### config.mk
export PLATFORM = sky130hd
export DESIGN_NAME = ddagw_walk
export DESIGN_NICKNAME = d
export VERILOG_FILES = /design/src/rtl/core/ddagw_pkg.sv /design/src/rtl/core/ddagw_walk.sv
export SDC_FILE = /design/constraint.sdc
export NUM_CORES = 1
export LEC_CHECK = 0
export BUFFER_PORTS_ARGS = -buffer_cell sky130_fd_sc_hd__buf_4
export CELL_PAD_IN_SITES_DETAIL_PLACEMENT = 2
export CELL_PAD_IN_SITES_GLOBAL_PLACEMENT = 2
export CORE_ASPECT_RATIO = 1.1
export CORE_MARGIN = 4
export CORE_UTILIZATION = 37
export DETAILED_ROUTE_END_ITERATION = 10
export HOLD_SLACK_MARGIN = 0.06
export PLACE_DENSITY = 0.95
export SYNTH_ARGS = -nofsm -noshare
export SYNTH_HDL_FRONTEND = slang
export SYNTH_SLANG_ARGS = --single-unit
### constraint.sdc
create_clock -name clk -period 8.9 [get_ports clk]
set_input_delay 0.445 -clock clk [delete_from_list [all_inputs] [get_ports clk]]
set_output_delay 0.445 -clock clk [all_outputs]
set_load 0.005 [all_outputs]
### src/rtl/core/ddagw_pkg.sv
// Shared types and constants of the DDA grid ray walker.
package ddagw_pkg;

	localparam int MAP_W   = 64;
	localparam int MAP_H   = 64;
	localparam int COL_W   = $clog2(MAP_W);
	localparam int ROW_W   = $clog2(MAP_H);
	localparam int CELL_W  = 6;
	localparam int COORD_W = 8;
	localparam int LIM_W   = 7;
	localparam int Q_W     = 32;
	localparam int S_DATA_W = 144;
	localparam int M_DATA_W = 88;

	localparam logic CMD_WRITE = 1'b0;
	localparam logic CMD_CAST  = 1'b1;

	localparam logic [1:0] OUT_WRITTEN = 2'd0;
	localparam logic [1:0] OUT_WALL    = 2'd1;
	localparam logic [1:0] OUT_LEFT    = 2'd2;

	localparam logic REG_MAP_ROWS = 1'b0;
	localparam logic REG_MAP_COLS = 1'b1;

	typedef struct packed {
		logic load;
		logic advance;
	} walk_ctrl_t;

	typedef struct packed {
		logic             en;
		logic [ROW_W-1:0] row;
		logic [COL_W-1:0] col;
		logic             wall;
	} map_wr_t;

endpackage

### src/rtl/core/ddagw_walk.sv
// Walk datapath: shared compare and saturating adder, cell and side registers.
module ddagw_walk (
	input  logic                                clk,
	input  ddagw_pkg::walk_ctrl_t               ctrl,
	input  logic [ddagw_pkg::CELL_W-1:0]        start_x,
	input  logic [ddagw_pkg::CELL_W-1:0]        start_y,
	input  logic                                neg_x,
	input  logic                                neg_y,
	input  logic [ddagw_pkg::Q_W-1:0]           delta_x,
	input  logic [ddagw_pkg::Q_W-1:0]           delta_y,
	input  logic [ddagw_pkg::Q_W-1:0]           side_x0,
	input  logic [ddagw_pkg::Q_W-1:0]           side_y0,
	output logic signed [ddagw_pkg::COORD_W-1:0] x,
	output logic signed [ddagw_pkg::COORD_W-1:0] y,
	output logic signed [ddagw_pkg::COORD_W-1:0] nxt_x,
	output logic signed [ddagw_pkg::COORD_W-1:0] nxt_y,
	output logic                                side,
	output logic [ddagw_pkg::Q_W-1:0]           side_x,
	output logic [ddagw_pkg::Q_W-1:0]           side_y
);
	import ddagw_pkg::*;

	logic signed [COORD_W-1:0] x_q, y_q;
	logic [Q_W-1:0]            side_x_q, side_y_q, dx_q, dy_q;
	logic                      neg_x_q, neg_y_q, side_q;
	logic                      take_x;
	logic [Q_W-1:0]            add_a, add_b, sat_sum;
	logic [Q_W:0]              sum;

	// Smaller side distance steps; a tie goes to the row side.
	always_comb begin
		take_x  = side_x_q < side_y_q;
		add_a   = take_x ? side_x_q : side_y_q;
		add_b   = take_x ? dx_q : dy_q;
		sum     = {1'b0, add_a} + {1'b0, add_b};
		sat_sum = sum[Q_W] ? '1 : sum[Q_W-1:0];
		nxt_x   = x_q;
		nxt_y   = y_q;
		if (take_x) begin
			nxt_x = neg_x_q ? x_q - COORD_W'(1) : x_q + COORD_W'(1);
		end else begin
			nxt_y = neg_y_q ? y_q - COORD_W'(1) : y_q + COORD_W'(1);
		end
	end

	always_ff @(posedge clk) begin
		if (ctrl.load) begin
			x_q      <= COORD_W'(start_x);
			y_q      <= COORD_W'(start_y);
			neg_x_q  <= neg_x;
			neg_y_q  <= neg_y;
			dx_q     <= delta_x;
			dy_q     <= delta_y;
			side_x_q <= side_x0;
			side_y_q <= side_y0;
			side_q   <= 1'b0;
		end else if (ctrl.advance) begin
			x_q    <= nxt_x;
			y_q    <= nxt_y;
			side_q <= !take_x;
			if (take_x) begin
				side_x_q <= sat_sum;
			end else begin
				side_y_q <= sat_sum;
			end
		end
	end

	assign x      = x_q;
	assign y      = y_q;
	assign side   = side_q;
	assign side_x = side_x_q;
	assign side_y = side_y_q;

endmodule

After elaboration in Yosys (flattened, before gate mapping)
Index checks and enable logic that the tools add are counted.
{"block": "op_classes", "n_addsub": 5, "n_lt_le_gt_ge": 1, "eq_ne": 1, "muxes": 17, "n_reduce_logical": 5}
{"cell": "$mux 32", "count": 9}
{"cell": "$add 32x32->33", "count": 1}
{"cell": "$lt 32x32->1", "count": 1}
{"cell": "$mux 8", "count": 4}
{"cell": "$mux 6", "count": 4}
{"cell": "$add 8x2->8 const B", "count": 2}
{"cell": "$sub 8x2->8 const B", "count": 2}
{"cell": "$reduce_and 2->1", "count": 2}
{"cell": "$reduce_bool 2->1", "count": 2}
{"cell": "$ne 2x2->1 const B", "count": 1}
{"cell": "$logic_not 1->1", "count": 1}
{"block": "totals", "register_bits": 147, "in_bits": 145, "out_inout_bits": 97}

Logic depth before layout (Yosys ltp)
Gate-level depths: netlist (run 1).
{"block": "logic_depth", "ltp_word": 7, "ltp_mapped": 23, "mapped_depth_nobuf": 20}

Worst setup path after synthesis (run 1)
No wires, ideal clock.
{"block": "synth_path", "path_type": "register to register", "startpoint": "reg side_x_q[21] (netlist: side_x[21])", "endpoint": "reg side_x_q[26] (netlist: side_x[26]) (data pin)", "t_arrival_ns": 4.435, "required_ns": 8.643, "path_slack_ns": 4.209, "stages_incl_launch_ff": 22, "path_buffers": 2, "period_less_slack_ns": 4.691, "cell_sequence": "edfxtp_1 ha_1 a21o_1 a21o_1 a21oi_1 o21ai_0 a221oi_2 o21ai_1 buf_2 buf_2 mux2_2 ha_1 fa_1 a21oi_1 o21ai_1 o22ai_2 o21ai_2 a21o_1 a21o_1 a2111oi_0 a41o_2 nor3_2"}
{"block": "synth_between", "elab_chain_cells": 7, "word_cells_on_any_way": 8, "classes_between": "1 x add/sub; 1 x order compare; 6 x mux"}
{"element": "from (decl)", "line": "ddagw_walk.sv:24", "source": "logic [Q_W-1:0] side_x_q, side_y_q, dx_q, dy_q;"}
{"element": "from (signal assigned)", "line": "ddagw_walk.sv:54", "source": "side_x_q <= side_x0;"}
{"element": "from (signal assigned)", "line": "ddagw_walk.sv:62", "source": "side_x_q <= sat_sum;"}
{"element": "$lt 32x32->1", "line": "ddagw_walk.sv:32", "source": "take_x = side_x_q < side_y_q;"}
{"element": "$mux 32 (on tied branches)", "line": "ddagw_walk.sv:33, ddagw_walk.sv:34"}
{"element": "$add 32x32->33 (*)", "line": "ddagw_walk.sv:35", "source": "sum = {1'b0, add_a} + {1'b0, add_b};"}
{"element": "$mux 32 (*)", "line": "ddagw_walk.sv:36", "source": "sat_sum = sum[Q_W] ? '1 : sum[Q_W-1:0];"}
{"element": "$mux 32 (*)", "line": "ddagw_walk.sv:61", "source": "if (take_x) begin"}
{"element": "$mux 32 (*)", "line": "ddagw_walk.sv:57", "source": "end else if (ctrl.advance) begin"}
{"element": "$mux 32 (*)", "line": "ddagw_walk.sv:47", "source": "if (ctrl.load) begin"}
Mark *: on every way between the ends. The rest lies on a longest branch, timed or not. The select of a mux whose other input is x is not followed.
A chain may end at the register's enable or synchronous reset.

Final worst setup path (run 1)
{"block": "layout_path", "startpoint": "reg side_x_q[30] (netlist: side_x[30])", "endpoint": "reg side_x_q[25] (netlist: side_x[25]) (data pin)"}
Same word-level chain as after synthesis.

==> results of run 1 <==
-- registers in the layout, summed over array words and instances (netlist names) --
signal,cells
dx_q,32
dy_q,32
neg_x_q,1
neg_y_q,1
side,1
side_x,32
side_y,32
x,8
y,8
-- final cells by class --
cell class                      instances  share of cell area [%]
Clock buffer                           21                   3.749
Clock inverter                         11                   1.479
Inverter                              104                   3.249
Multi-Input combinational cell        567                   36.63
Sequential cell                       147                   36.32
Tap cell                              310                   3.228
Timing Repair Buffer                  245                   15.34
-- worst reg2reg max path, stage by stage, from the launching register on --
cell,delay (ps)
edfxtp_1,430
ha_1,320
nand4_1,200
nor4_1,670
nand2_1,220
o21ai_4,790
buf_4,490
buf_4,570
mux2_2,460
ha_1,400
and3_1,250
and3_1,280
a22oi_1,210
o21ai_2,110
a311oi_2,350
or2_0,400
o21ai_1,150
a311oi_2,300
a21oi_1,110
-- routing by layer --
| metal | global-route usage [%] | vias up | share of wire [%] |
|---|---|---|---|
| met4 | 7.667 | 4 | 2.2 |
| met5 | 0 | - | 0.047 |
| met2 | 46.47 | 234 | 55 |
| li1 | - | 3549 | - |
| met3 | 4.790 | 47 | 4.6 |
| met1 | 26.27 | 3857 | 38 |
-- worst paths after layout --
path,start,to,slack [ps],cells after the start
max,side_x[30]$_DFFE_PP_,side_x[25]$_DFFE_PP_,1920,18
min,delta_x[6],dx_q[6]$_DFFE_PP_,180,1
max reg2reg,side_x[30]$_DFFE_PP_,side_x[25]$_DFFE_PP_,1920,18
min reg2reg,side$_SDFFE_PP0P_,side$_SDFFE_PP0P_,490,2
-- kinds of logic (layout without fill, tap and decap cells) --
group	after synthesis	in the layout	share of synthesized area [%]
AOI/OAI and AO/OA	214	214	14.42
and+or+nand+nor	153	153	8.235
DFF	147	147	46.78
buffers and inverters	136	381	6.210
muxes	83	83	9.992
adders and majority gates	78	78	10.70
xor gates and xnor gates	39	39	3.662
-- through the flow --
stage	hold WS [ps]	utilization [%]	setup slack (ps)
after floorplan	461.0	-	4209
after global placement	457.7	46.24	2276
after detailed placement	474.4	46.24	1986
after CTS	161.3	48.80	1957
after global routing	165.0	48.80	1684
final	178.5	48.80	1919
-- cell usage in the layout (no fill, tap or decap), drive strengths merged, types with 4 or more instances in the layout --
| cell | n |
|---|---|
| buf | 245 |
| edfxtp | 142 |
| a21oi | 106 |
| inv | 106 |
| mux2 | 81 |
| ha | 75 |
| nor2 | 44 |
| nand2 | 32 |
| o21ai | 31 |
| a21o | 27 |
| xnor2 | 26 |
| clkbuf | 21 |
| xor2 | 13 |
| nand3 | 13 |
| nor3 | 12 |
| nor2b | 11 |
| nand4 | 10 |
| nand2b | 9 |
| o21bai | 8 |
| and3 | 6 |
| o21a | 5 |
| dfxtp | 5 |
| or3 | 5 |
| a311oi | 5 |
| a221oi | 5 |
| a31oi | 4 |
| a2bb2oi | 4 |
| bufinv | 4 |
==> metrics.csv, run 1 <==
metric;value;unit
rsz0062_at_grt;no;
post_cts_resized;0;
gp_congestion;0.8028;
cpLargestDelayFamily;simple AND/OR/NAND/NOR gates;
hold_viol_final;0;
synthTopCellsByCount;edfxtp_1 (142), a21oi_1 (106), inv_1 (104);
synth_top_area_share;45.71;%
cp_slowest_stage_delay;780;ps
path_clk_slew;70;ps
register_area;0.004364;sq mm
dr.pass1.iters;4;
grt_max_degree;79;
dp_hpwl;25.65;mm
grt.overflow.total;0;
startpoint_type;flip-flop;
stdcell_count;1405;
yosysWarningCount;0;
critPathBufInv;2;
portBuffers;241;
rows;60;
ios;242;
die_area;0.02782;sq mm
cts_sinks;147;
required;9040;ps
cts-buffers-inserted;17;
dr_total_vias;7691;
multi_input_area;0.004402;sq mm
antenna_found_initial;2;
ys_types;64;
grt_pass1_wl;52.27;mm
ctsLongestPathBuffers;2;
fin_skew;18.19;ps
final.period_utilization;78.44;%
crit_arrival;7120;ps
core;0.02462;sq mm
ctsHoldBuffers;0;
setup_tns;0;ps
final_area;0.01202;sq mm
insertedDiodeCount;0;
yosys.area.top_type;edfxtp_1;
root_buffer;clkbuf_16;
ys_top_cells_by_area;edfxtp_1 (46%), ha_1 (10%), mux2_2 (9.8%);
syn_to_final_growth;28.80;%
yosys.cell_count.top_type;edfxtp_1;
die_y;174.5;um
synthesis.area;0.009329;sq mm
tightestPinTransition;1134;ps
avgViaCountPerCell;5.474;
critPathMaxFanout;45;
synth_seq_area_share;46.78;%
post_drt_wl_per_cell;24.23;um
synth_edf_count;142;
ys.flop_type;edfxtp_1;
slowest_stage;o21ai_4;
synthesis.nets;1073;
cts_max_level;4;
postSynthAreaPerCell;10.98;sq um
crit_type;reg2reg;
fillers;2533;
min_path_type;in2reg;
cts_tree;built;
synth_cells;850;
fin_nets;1305;
drt_wl_total;34.05;mm
ant_nets;0;
async_reset_ff_share;0;%
cp-end-kind;flip-flop;
cp_cell_sequence;ha_1 > nand4_1 > nor4_1 > nand2_1 > o21ai_4 > buf_4 > buf_4 > mux2_2 > ha_1 > and3_1 > and3_1 > a22oi_1 > o21ai_2 > a311oi_2 > or2_0 > o21ai_1 > a311oi_2 > a21oi_1;
gr-usage-all-layers;24.07;%
cts_setup_buffers;0;
slew_violations;0;
numPlacedInstances;1373;
drive_gt1_share;34.89;%
fin_crit;6981;ps
grt_pass1_vias;8886;
fmax;143.2;MHz
setup_viol;0;
die_x;159.4;um
start_util;37.89;%
place_area;0.01139;sq mm
clk_latency;440;ps
drt_iter0_markers;419;
drc;0;
synth-seq-cells;147;
maxCapViolations;0;
status;completed;
relSlewSlack;24.40;%
Power of run 1 is left out: the tool's default activity adds up to more than one toggle a clock period on the data nets, which glitch-free logic cannot reach.
==> run 2, diff against run 1 <==
CORE_UTILIZATION = 31   (was 37)
PLACE_DENSITY = 0.88   (was 0.95)
clock period = 5.6 ns   (was 8.9 ns; I/O delays follow)
==> metrics.csv, run 2 (synthesized netlist as in run 1, its figures left out) <==
metric;value;unit;change
layout_common_cells;buf_4 (253), edfxtp_1 (142), a21oi_1 (105);;
fin_skew;12.16;ps;-6.038 ps
post_drt_wl_per_cell;22.71;um;-6.3%
core;0.02965;sq mm;+20%
whs;142.3;ps;-36.16 ps
final_common_cell;buf_4;;
crit_arrival;5570;ps;-1550 ps
root_buffer;clkbuf_16;;
grt_pass1_vias;9098;;+2.4%
drt_wl_total;35.18;mm;+3.3%
die_x;173.4;um;+8.8%
place_ws;53.95;ps;-1933 ps
slowest_stage;edfxtp_1;;
drc;0;;unchanged
timing.rr.start;side_y[21]$_DFFE_PP_;;
drive_gt1_share;34.22;%;-0.67 points
relSlewSlack;22.75;%;-1.7 points
final.period_utilization;97.21;%;+19 points
rr_worst_depth;22;;+4
rsz0062_at_grt;yes;;
grt_pass1_wl;53.53;mm;+2.4%
required;5730;ps;-3310 ps
critPathMaxFanout;39;;-13%
die_area;0.03294;sq mm;+18%
fin_nets;1383;;+6.0%
rows;66;;+10%
crit_type;reg2reg;;
cpMostUsedCell;a21oi_1;;
grt.overflow.total;0;;unchanged
clk_latency;440;ps;about the same
start_util;31.47;%;-6.4 points
antenna_found_initial;3;;+1
cp_slowest_stage_delay;440;ps;-340 ps
drt_iter0_markers;381;;-9.1%
cts_tree;built;;
ios;242;;unchanged
maxCapViolations;0;;unchanged
fmax;183.7;MHz;+28%
tightestPinTransition;1159;ps;+24.81 ps
cts_sinks;147;;unchanged
hold_depth;3;;+2
worstReg2RegEnd;side_x[5]$_DFFE_PP_;;
final_area;0.01288;sq mm;+7.2%
cp_cell_sequence;inv_1 > ha_1 > a21o_1 > a21o_1 > a21oi_1 > o21ai_0 > a221oi_2 > buf_4 > o21ai_4 > buf_12 > buf_12 > mux2_2 > ha_1 > and3_1 > and3_2 > a22oi_1 > o21ai_2 > a311oi_2 > nor2_4 > buf_4 > a21oi_1 > a21oi_1;;
ctsLongestPathBuffers;2;;unchanged
ant_nets;0;;unchanged
dr.pass1.iters;7;;+3
cts_max_level;4;;unchanged
dp_hpwl;24.33;mm;-5.1%
portBuffers;241;;unchanged
place_area;0.01154;sq mm;+1.4%
min_path_type;in2reg;;
setup_viol;0;;unchanged
fin_ws;156.3;ps;-1763 ps
grt_max_degree;90;;+14%
status;completed;;
die_y;189.9;um;+8.8%
startpoint_type;flip-flop;;
critPathLaunch;side_y[21]$_DFFE_PP_;;
slew_violations;0;;unchanged
r2r_slack;160;ps;-1760 ps
fin_crit;5444;ps;-1537 ps
syn_to_final_growth;38.08;%;
gr-usage-all-layers;20.88;%;-3.2 points
gp_congestion;0.7994;;-0.42%
hold_viol_final;0;;unchanged
worstSetupEndpoint;side_x[5]$_DFFE_PP_;;
cp-end-kind;flip-flop;;
cts-buffers-inserted;17;;unchanged
path_clk_slew;70;ps;about the same
avgViaCountPerCell;5.117;;-6.5%
dr_total_vias;7927;;+3.1%
[run 2: cell types whose count changed in the layout (fill, tap and decap cells not counted), sizes merged]
cell,before,now
dlygate4sd3,0,66
buf,245,257
clkinv,2,8
clkbuf,21,18
diode,0,3
bufinv,4,2
clkinvlp,3,2
inv,106,105
[run 2: per-stage QoR]
stage          setup TNS (ps)  instances  utilization, %
6_report                    0       1549           43.45
2_1_floorplan               0        850               -
3_5_place_dp                0       1444           38.94
3_3_place_gp                0       1444           38.94
4_1_cts                     0       1542           43.12
5_1_grt                -50.17       1549           43.45
[run 2: what timing repair did]
| item | CTS | global route |
|---|---|---|
| buffers inserted | 1 | 4 |
| resized for setup | 1 | 12 |
| setup endpoints to repair | 4 | 41 |
| hold buffers | 66 | 0 |
| hold endpoints to repair | 66 | 0 |
| pin swaps | 1 | 2 |
| cloned | 0 | 0 |
[run 2: routing by layer]
metal	global-route usage (%)	vias to the layer above	wire [um]
met2	39.73	201	19150
met3	3.855	43	1339
li1	-	3707	-
met1	23.19	3976	13790
met5	0	-	0
met4	7.492	0	895
[run 2: critical path: cells and delay by family (launching register included)]
kind,cells,cell delay (ps)
compound gates,11,2170
buf+inv,5,820
fa+ha+maj,2,700
simple gates,3,640
flops,1,440
mux,1,300
[run 2: layout make-up]
cell class,count,area [sq um]
Fill cell,3024,16760
Multi-Input combinational cell,567,4453
Sequential cell,147,4364
Timing Repair Buffer,323,2631
Tap cell,374,467.9
Clock buffer,18,429.2
Inverter,104,390.4
Clock inverter,13,137.6
Antenna cell,3,7.507
[run 2: how the worst min path moves through the flow]
stage	slack [ps]	endpoint	startpoint
after floorplan	380	dx_q[0]$_DFFE_PP_	delta_x[0]
after global placement	460	dx_q[24]$_DFFE_PP_	delta_x[24]
after detailed placement	460	dy_q[14]$_DFFE_PP_	delta_y[14]
after CTS	130	y[0]$_DFFE_PP_	start_y[0]
after global routing	140	y[4]$_DFFE_PP_	start_y[4]
final	140	side$_SDFFE_PP0P_	ctrl[0]
Power of run 2 is left out for the same reason.
==> run 3, diff against run 2 <==
ABC_AREA = 1   (was not set)
CORE_UTILIZATION = 28   (was 31)
PLACE_DENSITY = 0.87   (was 0.88)
==> metrics.csv, run 3 <==
metric;value;unit;change
status;completed;;
grt_pass1_vias;11400;;+25%
die_area;0.03845;sq mm;+17%
fin_skew;18.11;ps;+5.955 ps
synthesis.area;0.009903;sq mm;+6.2%
multi_input_area;0.004891;sq mm;+9.8%
rows;71;;+7.6%
cts-buffers-inserted;17;;unchanged
final.period_utilization;87.34;%;-9.9 points
dr.pass1.iters;5;;-2
fillers;3931;;+30%
portBuffers;241;;unchanged
rr_worst_depth;24;;+9.1%
rsz0062_at_grt;no;;
crit_type;reg2reg;;
cts_setup_buffers;0;;-1
required;5790;ps;+60 ps
root_buffer;clkbuf_16;;
yosysWarningCount;0;;unchanged
whs;106.2;ps;-36.16 ps
die_y;205.2;um;+8.1%
hold_end;side_y[4]$_DFFE_PP_;;
synth-seq-cells;147;;unchanged
grt.overflow.total;0;;unchanged
synth_top_area_share;43.06;%;-2.7 points
ctsLongestPathBuffers;2;;unchanged
avgViaCountPerCell;4.926;;-3.7%
place_ws;871.3;ps;+817.3 ps
stdcell_count;2018;;+30%
timing.rr.start;side_y[3]$_DFFE_PP_;;
hold_start;side_y0[4];;
ys_types;38;;-41%
dp_hpwl;32.30;mm;+33%
setup_viol;0;;unchanged
ant_nets;0;;unchanged
setup_tns;0;ps;unchanged
crit_arrival;5080;ps;-490 ps
drive_gt1_share;20.00;%;-14 points
layout_common_cells;nand2_1 (521), buf_4 (255), edfxtp_1 (142);;
yosys.cell_count.top_type;nand2_1;;
die_x;187.3;um;+8.0%
maxCapViolations;0;;unchanged
cp-end-kind;flip-flop;;
worstReg2RegEnd;side_x[30]$_DFFE_PP_;;
ys.flop_type;edfxtp_1;;
syn_to_final_growth;35.77;%;
ys_top_cells_by_area;edfxtp_1 (43%), nand2_1 (20%), ha_1 (9.5%);;
core;0.03456;sq mm;+17%
cts_sinks;147;;unchanged
fmax;204.5;MHz;+11%
drt_wl_total;43.29;mm;+23%
fin_crit;4891;ps;-552.7 ps
synthTopCellsByCount;nand2_1 (522), edfxtp_1 (142), inv_1 (131);;
cts_tree;built;;
synth_cells;1260;;+48%
gr-usage-all-layers;22.39;%;+1.5 points
tightestPinTransition;867.6;ps;-291.2 ps
fin_ws;709.0;ps;+552.7 ps
cts_max_level;4;;unchanged
relSlewSlack;42.16;%;+19 points
drc;0;;unchanged
critPathMaxFanout;18;;-54%
dr_total_vias;9941;;+25%
grt_max_degree;75;;-17%
numPlacedInstances;1920;;+33%
slew_violations;0;;unchanged
gp_congestion;0.8739;;+9.3%
hold_depth;3;;unchanged
min_path_type;in2reg;;
drt_iter0_markers;560;;+47%
fin_nets;1790;;+29%
synthesis.nets;1483;;+38%
postSynthAreaPerCell;7.860;sq um;-28%
synth_edf_count;142;;unchanged
yosys.area.top_type;edfxtp_1;;
ios;242;;unchanged
start_util;28.66;%;-2.8 points
synth_seq_area_share;44.07;%;-2.7 points
register_area;0.004364;sq mm;unchanged
clk_latency;450;ps;about the same
insertedDiodeCount;0;;-3
startpoint_type;flip-flop;;
antenna_found_initial;0;;-3
r2r_slack;710;ps;+550 ps
path_clk_slew;70;ps;about the same
grt_pass1_wl;66.28;mm;+24%
hold_viol_final;0;;unchanged
post_drt_wl_per_cell;21.45;um;-5.5%
async_reset_ff_share;0;%;unchanged
final_common_cell;nand2_1;;
run 3: cell count changes in the layout (fill, tap and decap cells not counted), moves of 6 or more:
cell	delta
nor2_1	+10
nand2b_1	-7
a21oi_1	-46
mux2_2	-81
xnor2_1	-16
o21ai_0	+43
o21ai_1	-6
nand2_1	+489
nor2b_1	-10
and2_1	+11
nand3_1	+63
a21o_1	-25
inv_1	+27
o21ai_2	+7
run 3: how the worst max path moves through the flow:
stage                                 to  cells past startpoint  slack (ps)            startpoint
finish              side_x[30]$_DFFE_PP_                     24         710   side_y[3]$_DFFE_PP_
global route        side_y[25]$_DFFE_PP_                     22         400   side_x[3]$_DFFE_PP_
CTS                 side_x[30]$_DFFE_PP_                     23         740   side_y[3]$_DFFE_PP_
detailed placement  side_y[24]$_DFFE_PP_                     23         870   side_y[3]$_DFFE_PP_
global placement    side_y[24]$_DFFE_PP_                     19        1040   side_x[7]$_DFFE_PP_
floorplan           side_x[12]$_DFFE_PP_                     25        1880  side_x[15]$_DFFE_PP_
run 3: stage by stage:
| stage | cell area [sq um] | utilization, % |
|---|---|---|
| global placement | 12240 | 35.43 |
| detailed placement | 12240 | 35.43 |
| CTS | 13450 | 38.91 |
| finish | 13450 | 38.91 |
| floorplan | 9903 | - |
| global route | 13450 | 38.91 |
run 3: area by class of cell:
class | count | area share (%)
clock inverter | 11 | 0.6049
tap | 438 | 4.076
multi-input combinational | 945 | 36.38
sequential | 147 | 32.46
clock buffer | 21 | 3.425
inverter | 134 | 3.760
timing repair buffer | 322 | 19.30
run 3: critical path: stages (launching register included):
cell	delay, ps
edfxtp_1	420
inv_1	120
ha_1	260
nand2_1	90
inv_1	60
nand2_1	90
nand2_1	80
nand2_1	80
nand2_1	90
nand2_1	80
nand2_1	170
a21oi_4	560
buf_4	350
nand2_1	110
nand2_1	130
ha_1	290
a21oi_1	220
o21ai_0	190
nand2_1	180
nand3_4	120
a21oi_4	170
buf_4	290
nand3_1	190
nand2_1	170
nand2_1	80
run 3: timing repair:
item                      in CTS  in global routing
hold buffers                  66                  0
hold endpoints to repair      66                  0
resized for setup              0                  0
run 3: logic make-up after synthesis:
| family | count (synthesis) | synth area share [%] |
|---|---|---|
| XOR/XNOR | 27 | 2.388 |
| AND/OR/NAND/NOR | 696 | 28.74 |
| AO/OA/AOI/OAI | 144 | 8.073 |
| adder cells (fa/ha/maj) | 78 | 10.08 |
| flip-flops | 147 | 44.07 |
| buffers and inverters | 168 | 6.646 |
run 3: layer usage:
layer | part of all wire [%] | track usage, %
met1 | 40 | 24.89
met2 | 52 | 42.39
met3 | 6.0 | 5.955
met4 | 1.9 | 5.705
met5 | 0 | 0
Power of run 3 is left out for the same reason.
